<file path="config.mk">
export PLATFORM = sky130hd
export DESIGN_NAME = eased_brake_color_fade_top
export DESIGN_NICKNAME = d
export VERILOG_FILES = /design/src/rtl/core/ebcf_pkg.sv /design/src/rtl/core/ebcf_front.sv /design/src/rtl/core/ebcf_fifo.sv /design/src/rtl/core/ebcf_back.sv /design/src/rtl/core/eased_brake_color_fade_top.sv
export VERILOG_INCLUDE_DIRS = /design/src /design/src/rtl/core
export SDC_FILE = /design/constraint.sdc
export NUM_CORES = 2
export LEC_CHECK = 0
export BUFFER_PORTS_ARGS = -buffer_cell sky130_fd_sc_hd__buf_2
export CAP_MARGIN = 25
export CORE_MARGIN = 2
export CORE_UTILIZATION = 60
export DETAILED_ROUTE_END_ITERATION = 7
export PLACE_DENSITY = 0.73
export SLEW_MARGIN = 15
export SYNTH_ARGS = -nofsm -noshare
export SYNTH_HDL_FRONTEND = slang
export SYNTH_SLANG_ARGS = --single-unit
</file>
<file path="constraint.sdc">
create_clock -name aclk -period 13.19 [get_ports aclk]
set_clock_uncertainty 0.05 [all_clocks]
set_input_delay 1.9785 -clock aclk [delete_from_list [all_inputs] [get_ports aclk]]
set_output_delay 1.9785 -clock aclk [all_outputs]
set_load 0.05 [all_outputs]
</file>
<file path="src/rtl/core/assert_macros.svh">
// Assertion helpers shared by the RTL.
// ASSERT_ALWAYS checks an expression at every rising clock edge out of reset.
// ASSERT_IMPLY checks that a condition implies a consequence in the same cycle.
`ifndef ASSERT_MACROS_SVH
`define ASSERT_MACROS_SVH

`ifndef SYNTH

`define ASSERT_ALWAYS(label, clk, rstn, expr) \
    label: assert property (@(posedge clk) disable iff (!(rstn)) (expr)) \
        else $error("assertion failed");

`define ASSERT_IMPLY(label, clk, rstn, ante, cons) \
    label: assert property (@(posedge clk) disable iff (!(rstn)) (ante) |-> (cons)) \
        else $error("assertion failed");

`else

`define ASSERT_ALWAYS(label, clk, rstn, expr)

`define ASSERT_IMPLY(label, clk, rstn, ante, cons)

`endif

`endif

</file>
<file path="src/rtl/core/ebcf_pkg.sv">
`timescale 1ns / 1ps

package ebcf_pkg;

    // Fixed point of the eased ratio
    localparam int FRAC_BITS = 16;
    localparam int RATIO_W   = FRAC_BITS + 1;
    localparam logic [RATIO_W-1:0] ONE_Q  = RATIO_W'(1) << FRAC_BITS;
    localparam logic [RATIO_W-1:0] HALF_Q = ONE_Q >> 1;

    // Field widths
    localparam int DUR_W   = 16;
    localparam int STAMP_W = 32;
    localparam int COLOR_W = 8;
    localparam int NUM_CH  = 3;
    localparam int Q16_W   = 17;

    // Divider step counter
    localparam int DIV_CNT_W = $clog2(FRAC_BITS + 1);

    // Command queue, depth must be a power of two
    localparam int FIFO_DEPTH = 2;
    localparam int FIFO_PTR_W = $clog2(FIFO_DEPTH);
    localparam int FIFO_CNT_W = $clog2(FIFO_DEPTH + 1);

    // Configuration port
    localparam int CFG_ADDR_W = 8;
    localparam int CFG_DATA_W = 16;

    typedef enum logic [CFG_ADDR_W-1:0] {
        CFG_DURATION = 8'd0,
        CFG_RED      = 8'd1,
        CFG_GREEN    = 8'd2,
        CFG_BLUE     = 8'd3
    } cfg_idx_t;

    localparam logic [DUR_W-1:0]   DUR_RESET   = 16'd500;
    localparam logic [COLOR_W-1:0] RED_RESET   = 8'd255;
    localparam logic [COLOR_W-1:0] GREEN_RESET = 8'd0;
    localparam logic [COLOR_W-1:0] BLUE_RESET  = 8'd0;

    // Slave tdata layout
    localparam int S_TDATA_W  = 64;
    localparam int S_OFS_NOW  = 0;
    localparam int S_OFS_BRK  = S_OFS_NOW + STAMP_W;
    localparam int S_OFS_BACK = S_OFS_BRK + 1;

    // Master tdata layout
    localparam int M_TDATA_W   = 48;
    localparam int M_OFS_CHG   = 0;
    localparam int M_OFS_RATIO = 1;
    localparam int M_OFS_ACT   = M_OFS_RATIO + Q16_W;
    localparam int M_OFS_RGB   = M_OFS_ACT + 1;

    // Q16 output conversion shifts
    localparam int Q16_RSH = (FRAC_BITS >= 16) ? FRAC_BITS - 16 : 0;
    localparam int Q16_LSH = (FRAC_BITS < 16) ? 16 - FRAC_BITS : 0;
    localparam int WIDE_W  = RATIO_W + 16;

    typedef enum logic {
        OP_TICK  = 1'b0,
        OP_PIXEL = 1'b1
    } op_t;

    // Index 0 red, 1 green, 2 blue
    typedef logic [NUM_CH-1:0][COLOR_W-1:0] rgb_t;

    typedef struct packed {
        logic [DUR_W-1:0] duration;
        rgb_t             target;
    } cfg_t;

    typedef struct packed {
        op_t              op;
        logic             changed;
        logic [DUR_W-1:0] ramp;
        rgb_t             back;
    } cmd_t;

    function automatic logic [Q16_W-1:0] to_q16(input logic [RATIO_W-1:0] r);
        logic [WIDE_W-1:0] w;
        w = (WIDE_W'(r) >> Q16_RSH) << Q16_LSH;
        return w[Q16_W-1:0];
    endfunction

endpackage

</file>
<file path="src/rtl/core/ebcf_front.sv">
`timescale 1ns / 1ps

module ebcf_front (
    input  logic                                aclk,
    input  logic                                aresetn,
    input  logic                                s_tvalid,
    output logic                                s_tready,
    input  logic [ebcf_pkg::S_TDATA_W-1:0]      s_tdata,
    input  logic                                s_tuser,
    input  ebcf_pkg::cfg_t                      cfg,
    input  logic                                fifo_full,
    output logic                                fifo_push,
    output ebcf_pkg::cmd_t                      fifo_cmd
);

    localparam int DW = ebcf_pkg::DUR_W;
    localparam int SW = ebcf_pkg::STAMP_W;

    logic [SW-1:0] last_stamp_reg, last_stamp_next;
    logic [DW-1:0] ramp_reg, ramp_next;
    logic [SW-1:0] now_ms;
    logic          brake_on;
    logic [SW-1:0] delta;
    logic [SW:0]   sum;
    logic          changed;

    // No beat is taken while reset is held
    assign s_tready  = aresetn && !fifo_full;
    assign fifo_push = s_tvalid && s_tready;

    // Tick: move the ramp by the wrapped time step, up toward the duration while braking, down toward zero otherwise
    always_comb begin
        now_ms          = s_tdata[ebcf_pkg::S_OFS_NOW +: SW];
        brake_on        = s_tdata[ebcf_pkg::S_OFS_BRK];
        delta           = now_ms - last_stamp_reg;
        sum             = (SW + 1)'(ramp_reg) + (SW + 1)'(delta);
        ramp_next       = ramp_reg;
        last_stamp_next = last_stamp_reg;
        changed         = 1'b0;
        if (ebcf_pkg::op_t'(s_tuser) == ebcf_pkg::OP_TICK) begin
            last_stamp_next = now_ms;
            if (brake_on) begin
                if (ramp_reg != cfg.duration) begin
                    changed = 1'b1;
                    if (sum > (SW + 1)'(cfg.duration)) begin
                        ramp_next = cfg.duration;
                    end else begin
                        ramp_next = sum[DW-1:0];
                    end
                end
            end else if (ramp_reg != '0) begin
                changed = 1'b1;
                if (SW'(ramp_reg) > delta) begin
                    ramp_next = ramp_reg - delta[DW-1:0];
                end else begin
                    ramp_next = '0;
                end
            end
        end
    end

    // Command handed to the back end
    always_comb begin
        fifo_cmd.op      = ebcf_pkg::op_t'(s_tuser);
        fifo_cmd.changed = changed;
        fifo_cmd.ramp    = ramp_next;
        fifo_cmd.back    = s_tdata[ebcf_pkg::S_OFS_BACK +: $bits(ebcf_pkg::rgb_t)];
    end

    always_ff @(posedge aclk) begin
        if (!aresetn) begin
            last_stamp_reg <= '0;
            ramp_reg       <= '0;
        end else if (fifo_push) begin
            last_stamp_reg <= last_stamp_next;
            ramp_reg       <= ramp_next;
        end
    end

endmodule

</file>
<file path="src/rtl/core/ebcf_fifo.sv">
`timescale 1ns / 1ps
`include "assert_macros.svh"

module ebcf_fifo (
    input  logic            aclk,
    input  logic            aresetn,
    input  logic            push,
    input  ebcf_pkg::cmd_t  cmd_in,
    output logic            full,
    input  logic            pop,
    output ebcf_pkg::cmd_t  cmd_out,
    output logic            empty
);

    localparam int DEPTH = ebcf_pkg::FIFO_DEPTH;
    localparam int PW    = ebcf_pkg::FIFO_PTR_W;
    localparam int CW    = ebcf_pkg::FIFO_CNT_W;

    ebcf_pkg::cmd_t mem_reg [DEPTH];
    logic [PW-1:0]  wr_ptr_reg;
    logic [PW-1:0]  rd_ptr_reg;
    logic [CW-1:0]  count_reg;

    assign full    = (count_reg == CW'(DEPTH));
    assign empty   = (count_reg == '0);
    assign cmd_out = mem_reg[rd_ptr_reg];

    // Entry storage
    always_ff @(posedge aclk) begin
        if (push) begin
            mem_reg[wr_ptr_reg] <= cmd_in;
        end
    end

    // Pointers and fill level
    always_ff @(posedge aclk) begin
        if (!aresetn) begin
            wr_ptr_reg <= '0;
            rd_ptr_reg <= '0;
            count_reg  <= '0;
        end else begin
            if (push) begin
                wr_ptr_reg <= wr_ptr_reg + 1'b1;
            end
            if (pop) begin
                rd_ptr_reg <= rd_ptr_reg + 1'b1;
            end
            if (push && !pop) begin
                count_reg <= count_reg + 1'b1;
            end else if (pop && !push) begin
                count_reg <= count_reg - 1'b1;
            end
        end
    end

    `ASSERT_ALWAYS(a_fifo_level, aclk, aresetn, count_reg <= CW'(DEPTH))
    `ASSERT_IMPLY(a_fifo_no_overrun, aclk, aresetn, full, !push)
    `ASSERT_IMPLY(a_fifo_no_underrun, aclk, aresetn, empty, !pop)

endmodule

</file>
<file path="src/rtl/core/ebcf_back.sv">
`timescale 1ns / 1ps
`include "assert_macros.svh"

module ebcf_back (
    input  logic                               aclk,
    input  logic                               aresetn,
    input  ebcf_pkg::cfg_t                     cfg,
    input  logic                               fifo_empty,
    input  ebcf_pkg::cmd_t                     fifo_cmd,
    output logic                               fifo_pop,
    output logic                               m_tvalid,
    input  logic                               m_tready,
    output logic [ebcf_pkg::M_TDATA_W-1:0]     m_tdata
);

    localparam int F   = ebcf_pkg::FRAC_BITS;
    localparam int RW  = ebcf_pkg::RATIO_W;
    localparam int DW  = ebcf_pkg::DUR_W;
    localparam int CW  = ebcf_pkg::COLOR_W;
    localparam int NCH = ebcf_pkg::NUM_CH;
    localparam int PRW = 2 * F;
    localparam int PXW = RW + CW;
    localparam int KW  = ebcf_pkg::DIV_CNT_W;
    localparam int MW  = ebcf_pkg::M_TDATA_W;
    localparam int QW  = ebcf_pkg::Q16_W;

    typedef enum logic [2:0] {
        ST_IDLE,
        ST_DIV,
        ST_EASE,
        ST_SQ,
        ST_CUBE,
        ST_FIN,
        ST_PIX,
        ST_EMIT
    } state_t;

    state_t                  state_reg;
    ebcf_pkg::cmd_t          cmd_reg;
    logic [RW-1:0]           eased_ratio_reg;
    logic [DW-1:0]           rem_reg;
    logic [RW-1:0]           x_reg;
    logic [KW-1:0]           cnt_reg;
    logic [F-1:0]            t_reg;
    logic                    lower_reg;
    logic [PRW-1:0]          prod_reg;
    logic [NCH-1:0][PXW-1:0] pix_prod_reg;
    logic [NCH-1:0]          neg_reg;
    logic                    m_tvalid_reg;
    logic [MW-1:0]           m_tdata_reg;

    logic [DW:0]             rem2;
    logic                    quo_bit;
    logic [DW-1:0]           rem_next;
    logic [RW-1:0]           ease_mirror;
    logic                    half;
    logic [F-1:0]            t_val;
    logic [F+1:0]            e_wide;
    logic [RW-1:0]           e_val;
    logic [RW-1:0]           ease_val;
    logic [NCH-1:0][CW-1:0]  mag;
    logic [NCH-1:0]          neg;
    logic [PXW:0]            psum;
    logic [PXW-F:0]          part;
    ebcf_pkg::rgb_t          color;
    logic [MW-1:0]           out_word;
    logic                    emit_load;

    assign fifo_pop = (state_reg == ST_IDLE) && !fifo_empty;
    assign m_tvalid = m_tvalid_reg;
    assign m_tdata  = m_tdata_reg;

    // Output register can take a new beat
    assign emit_load = (state_reg == ST_EMIT) && (!m_tvalid_reg || m_tready);

    // Restoring divider step, one quotient bit per cycle
    always_comb begin
        rem2    = {rem_reg, 1'b0};
        quo_bit = (rem2 >= (DW + 1)'(cfg.duration));
        if (quo_bit) begin
            rem_next = DW'(rem2 - (DW + 1)'(cfg.duration));
        end else begin
            rem_next = rem2[DW-1:0];
        end
    end

    // Ease-in-out cubic: fold the upper half onto the lower half
    always_comb begin
        ease_mirror = ebcf_pkg::ONE_Q - x_reg;
        half        = (x_reg < ebcf_pkg::HALF_Q);
        t_val       = half ? x_reg[F-1:0] : ease_mirror[F-1:0];
        e_wide      = prod_reg[PRW-1:F-2];
        e_val       = e_wide[RW-1:0];
        ease_val    = lower_reg ? e_val : (ebcf_pkg::ONE_Q - e_val);
    end

    // Channel differences toward the target color
    always_comb begin
        for (int i = 0; i < NCH; i++) begin
            neg[i] = (cmd_reg.back[i] > cfg.target[i]);
            mag[i] = neg[i] ? (cmd_reg.back[i] - cfg.target[i])
                            : (cfg.target[i] - cmd_reg.back[i]);
        end
    end

    // Blend: floor going up, ceiling of the step going down
    always_comb begin
        psum  = '0;
        part  = '0;
        color = '0;
        for (int i = 0; i < NCH; i++) begin
            if (neg_reg[i]) begin
                psum     = (PXW + 1)'(pix_prod_reg[i]) + (PXW + 1)'(ebcf_pkg::ONE_Q - 1'b1);
                part     = psum[PXW:F];
                color[i] = cmd_reg.back[i] - part[CW-1:0];
            end else begin
                psum     = (PXW + 1)'(pix_prod_reg[i]);
                part     = psum[PXW:F];
                color[i] = cmd_reg.back[i] + part[CW-1:0];
            end
        end
    end

    // Result beat
    always_comb begin
        out_word = '0;
        out_word[ebcf_pkg::M_OFS_CHG] =
            (cmd_reg.op == ebcf_pkg::OP_TICK) && cmd_reg.changed;
        out_word[ebcf_pkg::M_OFS_RATIO +: QW] = ebcf_pkg::to_q16(eased_ratio_reg);
        out_word[ebcf_pkg::M_OFS_ACT] = (eased_ratio_reg != '0);
        if (cmd_reg.op == ebcf_pkg::OP_PIXEL) begin
            out_word[ebcf_pkg::M_OFS_RGB +: $bits(ebcf_pkg::rgb_t)] = color;
        end
    end

    // Sequencer
    always_ff @(posedge aclk) begin
        if (!aresetn) begin
            state_reg       <= ST_IDLE;
            m_tvalid_reg    <= 1'b0;
            eased_ratio_reg <= '0;
        end else begin
            if (emit_load) begin
                m_tvalid_reg <= 1'b1;
            end else if (m_tready) begin
                m_tvalid_reg <= 1'b0;
            end
            unique case (state_reg)
                ST_IDLE: begin
                    if (!fifo_empty) begin
                        cmd_reg <= fifo_cmd;
                        if (fifo_cmd.op == ebcf_pkg::OP_PIXEL) begin
                            state_reg <= ST_PIX;
                        end else if (!fifo_cmd.changed) begin
                            state_reg <= ST_EMIT;
                        end else if (cfg.duration == '0) begin
                            eased_ratio_reg <= '0;
                            state_reg       <= ST_EMIT;
                        end else if (fifo_cmd.ramp >= cfg.duration) begin
                            x_reg     <= ebcf_pkg::ONE_Q;
                            state_reg <= ST_EASE;
                        end else begin
                            rem_reg   <= fifo_cmd.ramp;
                            x_reg     <= '0;
                            cnt_reg   <= KW'(F);
                            state_reg <= ST_DIV;
                        end
                    end
                end
                ST_DIV: begin
                    rem_reg <= rem_next;
                    x_reg   <= {x_reg[RW-2:0], quo_bit};
                    cnt_reg <= cnt_reg - 1'b1;
                    if (cnt_reg == KW'(1)) begin
                        state_reg <= ST_EASE;
                    end
                end
                ST_EASE: begin
                    t_reg     <= t_val;
                    lower_reg <= half;
                    state_reg <= ST_SQ;
                end
                ST_SQ: begin
                    prod_reg  <= PRW'(t_reg) * PRW'(t_reg);
                    state_reg <= ST_CUBE;
                end
                ST_CUBE: begin
                    prod_reg  <= PRW'(prod_reg[PRW-1:F]) * PRW'(t_reg);
                    state_reg <= ST_FIN;
                end
                ST_FIN: begin
                    eased_ratio_reg <= ease_val;
                    state_reg       <= ST_EMIT;
                end
                ST_PIX: begin
                    for (int i = 0; i < NCH; i++) begin
                        pix_prod_reg[i] <= PXW'(eased_ratio_reg) * PXW'(mag[i]);
                    end
                    neg_reg   <= neg;
                    state_reg <= ST_EMIT;
                end
                ST_EMIT: begin
                    if (emit_load) begin
                        m_tdata_reg <= out_word;
                        state_reg   <= ST_IDLE;
                    end
                end
                default: begin
                    state_reg <= ST_IDLE;
                end
            endcase
        end
    end

    `ASSERT_ALWAYS(a_ratio_range, aclk, aresetn, eased_ratio_reg <= ebcf_pkg::ONE_Q)
    `ASSERT_IMPLY(a_div_count, aclk, aresetn, state_reg == ST_DIV, cnt_reg != '0)
    `ASSERT_IMPLY(a_beat_from_emit, aclk, aresetn, $rose(m_tvalid_reg), $past(state_reg) == ST_EMIT)

endmodule

</file>
<file path="src/rtl/core/eased_brake_color_fade_top.sv">
// Brake-light color crossfade. Each input beat is either a tick (s_tuser = 0) carrying a
// millisecond timestamp and the brake flag, or a pixel request (s_tuser = 1) carrying a
// background RGB. Ticks ramp an internal fade time toward the configured duration while the
// brake is on and back toward zero while it is off; whenever that time moves, the eased
// (cubic in-out) Q16 ratio is recomputed. Pixel requests blend the background toward the
// target color by the current ratio. Every input beat yields exactly one output beat, in
// order. A front end takes beats into a two-entry command queue, so with one result waiting
// at the output and the next one held in the back end, two more beats are still accepted.
// A tick that moves the ratio occupies the back end through the bit-serial restoring
// divider, then the fold, two 16x16 multiplications and the final ease step; once the
// ramp has reached the duration the divider is skipped. A tick that leaves the ratio alone
// goes straight to the output register, and a pixel request first has its channel products
// registered. Configuration registers (index 0 duration, 1 red, 2 green, 3 blue; others
// ignored) are written through the cfg channel, which is ready whenever reset is released,
// and should only be written while the block is idle.
`timescale 1ns / 1ps

module eased_brake_color_fade_top (
    input  logic                                 aclk,
    input  logic                                 aresetn,
    // cfg channel
    input  logic                                 cfg_valid,
    output logic                                 cfg_ready,
    input  logic [ebcf_pkg::CFG_ADDR_W-1:0]      cfg_addr,
    input  logic [ebcf_pkg::CFG_DATA_W-1:0]      cfg_wdata,
    // input stream
    input  logic                                 s_tvalid,
    output logic                                 s_tready,
    // now_ms[31:0], brake_on[32], back_red[40:33], back_green[48:41],
    // back_blue[56:49], zero pad[63:57]
    input  logic [ebcf_pkg::S_TDATA_W-1:0]       s_tdata,
    // op[0]: 0 tick, 1 pixel
    input  logic                                 s_tuser,
    // result stream
    output logic                                 m_tvalid,
    input  logic                                 m_tready,
    // ratio_changed[0], blend_ratio[17:1], layer_active[18], out_red[26:19],
    // out_green[34:27], out_blue[42:35], zero pad[47:43]
    output logic [ebcf_pkg::M_TDATA_W-1:0]       m_tdata
);

    localparam int CW = ebcf_pkg::COLOR_W;
    localparam int DW = ebcf_pkg::DUR_W;

    ebcf_pkg::cfg_t cfg_reg;
    ebcf_pkg::cmd_t push_cmd;
    ebcf_pkg::cmd_t pop_cmd;
    logic           fifo_push;
    logic           fifo_pop;
    logic           fifo_full;
    logic           fifo_empty;

    assign cfg_ready = aresetn;

    // Configuration registers
    always_ff @(posedge aclk) begin
        if (!aresetn) begin
            cfg_reg.duration  <= ebcf_pkg::DUR_RESET;
            cfg_reg.target[0] <= ebcf_pkg::RED_RESET;
            cfg_reg.target[1] <= ebcf_pkg::GREEN_RESET;
            cfg_reg.target[2] <= ebcf_pkg::BLUE_RESET;
        end else if (cfg_valid) begin
            unique case (cfg_addr)
                ebcf_pkg::CFG_DURATION: cfg_reg.duration  <= cfg_wdata[DW-1:0];
                ebcf_pkg::CFG_RED:      cfg_reg.target[0] <= cfg_wdata[CW-1:0];
                ebcf_pkg::CFG_GREEN:    cfg_reg.target[1] <= cfg_wdata[CW-1:0];
                ebcf_pkg::CFG_BLUE:     cfg_reg.target[2] <= cfg_wdata[CW-1:0];
                default: begin
                end
            endcase
        end
    end

    ebcf_front u_front (
        .aclk      (aclk),
        .aresetn   (aresetn),
        .s_tvalid  (s_tvalid),
        .s_tready  (s_tready),
        .s_tdata   (s_tdata),
        .s_tuser   (s_tuser),
        .cfg       (cfg_reg),
        .fifo_full (fifo_full),
        .fifo_push (fifo_push),
        .fifo_cmd  (push_cmd)
    );

    ebcf_fifo u_fifo (
        .aclk    (aclk),
        .aresetn (aresetn),
        .push    (fifo_push),
        .cmd_in  (push_cmd),
        .full    (fifo_full),
        .pop     (fifo_pop),
        .cmd_out (pop_cmd),
        .empty   (fifo_empty)
    );

    ebcf_back u_back (
        .aclk       (aclk),
        .aresetn    (aresetn),
        .cfg        (cfg_reg),
        .fifo_empty (fifo_empty),
        .fifo_cmd   (pop_cmd),
        .fifo_pop   (fifo_pop),
        .m_tvalid   (m_tvalid),
        .m_tready   (m_tready),
        .m_tdata    (m_tdata)
    );

endmodule

</file>
# == Word-level counts from Yosys, hierarchy flattened ==
# Memories as Yosys holds them, arrays and structs flattened. A register that Yosys moved wholly into a read port is not among the register bits.
# Cells that the tools add are included.
# word_totals
ramBits,84
n_memories,1
out_inout_bits,51
inputBits,94
ff_bits,344
# memory_table
name,depth,word_bits,read_ports,rd_ports_with_merged_regs,wr,line,rtl
u_fifo.mem_reg,2,42,1,1,1,ebcf_fifo.sv:19,ebcf_pkg::cmd_t mem_reg [DEPTH];
# classes
eq_ne,21
add_sub_neg,26
order_cmp,8
reduce_logical,39
mul,5
mux,59
bitwise,3
# ops
operator,count
$mux 16,13
$mux 17,10
$add 24x16->24 const B,3
$mul 17x8->24,3
$sub 8x8->8,9
$pmux 17 s2,2
$mul 16x16->32,2
$pmux 32 s2,1
$mux 8,6
$add 16x32->33,1
$gt 33x16->1,1
$gt 16x32->1,1
$pmux 16 s2,1
$sub 16x16->16,2
$sub 32x32->32,1
$mux 5,5
$add 8x8->8,3
$gt 8x8->1,3
$pmux 3 s7,1
$mux 3,6
$ge 17x16->1,1
$lt 17x16->1 const B,1
$reduce_bool 17->1,1
$sub 17x17->17 const A,1
35 further kinds,83

# == Longest topological paths before layout ==
# depth
ltp_word,8
ltp_mapped,38
ltp_nobuf,37

# == Modules after synthesis ==
# A second synthesis with hierarchy kept.
# hier_totals
cells_unflattened,5688
area_unflattened_um2,53324.9
# modules_own_cells
mod,n_inst,area_per_inst_um2,cells_per_inst
ebcf_back,1,41133.2,4367
ebcf_front,1,7302.0,1006
ebcf_fifo,1,3239.4,153
eased_brake_color_fade_top,1,1650.3,162

# == Least setup slack after synthesis ==
# No wires, ideal clock.
# synth_timing
kind,input-to-reg
start,in aresetn
end,reg u_back.neg_reg[0] (enable)
path_stages,4
t_required_ns,12.524
setup_slack_ns,4.425
setup_ns,0.616
t_arrival_ns,8.100
path_buffers,2
cell_sequence,clkbuf_1 clkbuf_1 nand2_1 nor3b_1
# synth_between
elab_chain_len,1
# synth_rtl
item,line,rtl
"start, declared",eased_brake_color_fade_top.sv:20,"input logic aresetn,"
$reduce_and 2->1 (no line),n/a,
"end signal, assigned",ebcf_back.sv:199,neg_reg <= neg;
"end, declared",ebcf_back.sv:48,logic [NCH-1:0] neg_reg;
# Every way passes these cells.
# A chain may end at the register's enable or synchronous reset.

# == Final worst setup path ==
# layout_timing
start,reg u_back.cmd_reg[16] in the netlist's numbering
end,reg u_back.pix_prod_reg[73] in the netlist's numbering (data pin)
# layout_between
elab_chain_len,3
word_cells_on_any_way,5
# layout_rtl
item,line,rtl
"start, declared",ebcf_back.sv:39,ebcf_pkg::cmd_t cmd_reg;
"start signal, assigned",ebcf_back.sv:151,cmd_reg <= fifo_cmd;
$sub 8x8->8 (tied with other cells),ebcf_back.sv:102,: (cfg.target[i] - cmd_reg.back[i]);
$mux 8 *,ebcf_back.sv:101,mag[i] = neg[i] ? (cmd_reg.back[i] - cfg.target[i])
$mul 17x8->24 *,ebcf_back.sv:197,pix_prod_reg[i] <= PXW'(eased_ratio_reg) * PXW'(mag[i]);
"end signal, assigned by index",ebcf_back.sv:197,
"end, declared",ebcf_back.sv:47,logic [NCH-1:0][PXW-1:0] pix_prod_reg;
# Every way passes the cells marked *; elsewhere a longest branch is shown, timed or not.

==> flow_summary.ini <==
[cts]
cts.sinks = 415
cts_hold_buf = 0
cts.clk_slew.worst_paths_ns = 0.06
post_cts_resized = 0
post_cts_buffers = 0
insertion_delay_ns = 0.64
numCtsBuffers = 49
cts_root_buf = clkbuf_16
tritoncts = yes
clock_path_buffers = 3
cts.htree.levels = 2

[detailed_routing]
detail_route.wl_per_cell_um = 18.3
drcViolationCount = 0
wirelength_mm = 123
first_pass_iters = 6
vias = 38500
drt_iter0_drc = 2669
vias_per_cell = 5.70
postRouteAntennaNets = 0

[floorplan]
fp.dieH_um = 298
io-pin-count = 145
start_util = 0.607
die_w_um = 298
rows = 107
dieArea_um2 = 88700
core_um2 = 85300

[logic_synthesis]
synthXorXnorAreaFrac = 0.0445
synthArstFlopShare = 0
synth-edff-count = 301
synth_cells = 5535
synthAdderAreaFrac = 0.372
synth-seq-cells = 415
yosys-mux-area-fraction = 0.0273
synth.largest_area_cell = fa_1
synth_top_family_by_area = adder cells
syn_area_um2 = 51800
synth_compound_gate_area_share = 0.0972
synth.area.top_cells = fa_1 25%, edfxtp_1 17%, ha_1 13%
yosysWarnings = 0
syn_avg_cell_area_um2 = 9.35
ys_types = 88
synth-seq-area-share = 0.219
synth_top_area_frac = 0.246
synth-simple-area-share = 0.156
synth_top_flop_cell = edfxtp_1

[global_routing]
grt-ovfl-total = 0
grt_pass1_wl_mm = 204
grt_max_degree = 76
grt_pass1_vias = 40200
grtUsageTotal = 0.285
antenna_found_initial = 2

[sta]
relSlewSlack = 0.298
timing.hold.ws_ns = 0.412
finalSetupTns_ns = 0
fin_crit_sh = 0.685
setup_viol = 0
min_period_ns = 9.04
fmax_mhz = 111
slew_viol_final = 0
tightest_slew_ns = 1.05
hold_violations = 0
rsz0062_at_grt = no

[final_layout]
fin_nets = 6827
fin_util = 0.649
drive_gt1_frac = 0.0720
final_common_cell = inv_1
syn2layout_area_growth_pct = 6.88
largest_reg_flops = 84
fill_cells = 7116
mostFrequentLayoutCells = 932 x inv_1, 636 x fa_1, 526 x nand2_1

[setup_path]
ff2ff_setup_slack_ns = 4.15
crit_end = u_back.pix_prod_reg[73]
r2r-end = u_back.pix_prod_reg[73]
crit_type = flip-flop to flip-flop
arrival_ns = 9.34
critPathLaunchType = flip-flop
reg2reg_from = u_back.cmd_reg[16]
crit_start = u_back.cmd_reg[16]
required_ns = 13.49
crit_path_top_delay_cell = fa_1
r2r_cells = 34
path_max_fanout = 17
endpoint_kind = flip-flop
slowest_delay_ns = 0.49

[worst_hold_path]
min_path_type = flip-flop to flip-flop

[run_status]
status = complete, no violations

[run]
cap_violations = 0

[place]
dp_hpwl_mm = 92.1
io_buffers = 132
gp_congestion = 0.940
-- layer usage --
layer,part of all wire,GRT usage,wire [µm],vias up
li1,-,-,-,18000
met1,0.41,0.371,51200,19100
met2,0.49,0.490,60100,1180
met3,0.060,0.0354,7380,302
met4,0.039,0.105,4800,0
met5,0,0,0,-
-- layout make-up --
cell class,instances,area [µm²],area share
Multi-Input combinational cell,3962,36200,0.653
Sequential cell,415,11300,0.205
Inverter,934,3510,0.0633
Tap cell,1144,1430,0.0259
Clock buffer,63,1350,0.0244
Timing Repair Buffer,214,1300,0.0235
Clock inverter,27,272,0.00491
Antenna cell,3,7.51,0.000136
-- cell usage after synthesis, types with 18 or more instances --
library cell / n
inv_1: 932
fa_1: 636
nand2_1: 526
ha_1: 521
and2_1: 355
nor2_1: 334
edfxtp_1: 301
clkbuf_1: 205
a21oi_1: 196
xnor2_1: 158
o21ai_0: 151
dfxtp_1: 114
xor2_1: 105
a21o_1: 84
mux2i_1: 77
nor2b_1: 77
nand2b_1: 69
mux2_2: 56
a21boi_0: 51
nor3_1: 50
nand3_1: 41
nor4_1: 40
a31oi_1: 38
nand4_1: 37
o21a_1: 36
and3_1: 32
o21bai_1: 29
o211ai_1: 22
a22oi_1: 18
-- cell families after synthesis --
family / Yosys count
AO/OA/AOI/OAI: 768
XOR/XNOR: 263
adder cells (fa/ha/maj): 1157
buffers and inverters: 1162
flip-flops: 415
multiplexers: 134
other: 1
AND/OR/NAND/NOR: 1635
-- worst min-delay path by stage --
stage,start,end,cells after the start
after floorplan,u_back.eased_ratio_reg[0],u_back.m_tdata[1],0
after global placement,u_front.last_stamp_reg[8],u_front.last_stamp_reg[8],2
after detailed placement,u_front.last_stamp_reg[22],u_front.last_stamp_reg[22],2
after CTS,u_front.last_stamp_reg[22],u_front.last_stamp_reg[22],2
after global routing,u_front.last_stamp_reg[13],u_front.last_stamp_reg[13],2
final,u_front.last_stamp_reg[10],u_front.last_stamp_reg[10],2
-- stage by stage --
step	std cells	setup WS, ns	area [µm²]
floorplan	5539	4.42	51800
global placement	6665	4.50	53700
detailed placement	6667	4.28	53700
CTS	6757	4.22	55300
global route	6759	3.66	55300
finish	6762	4.15	55300
-- critical path: cells and delay by family (launching register included) --
family	cells	cell delay, ns
compound gates	16	4.00
fa+ha+maj	7	2.75
simple gates	3	0.82
buf+inv	6	0.54
flops	1	0.40
xor+xnor	2	0.21
Power is not shown: default switching activity piles up to over one toggle a cycle in this logic, so the estimate is an artifact.
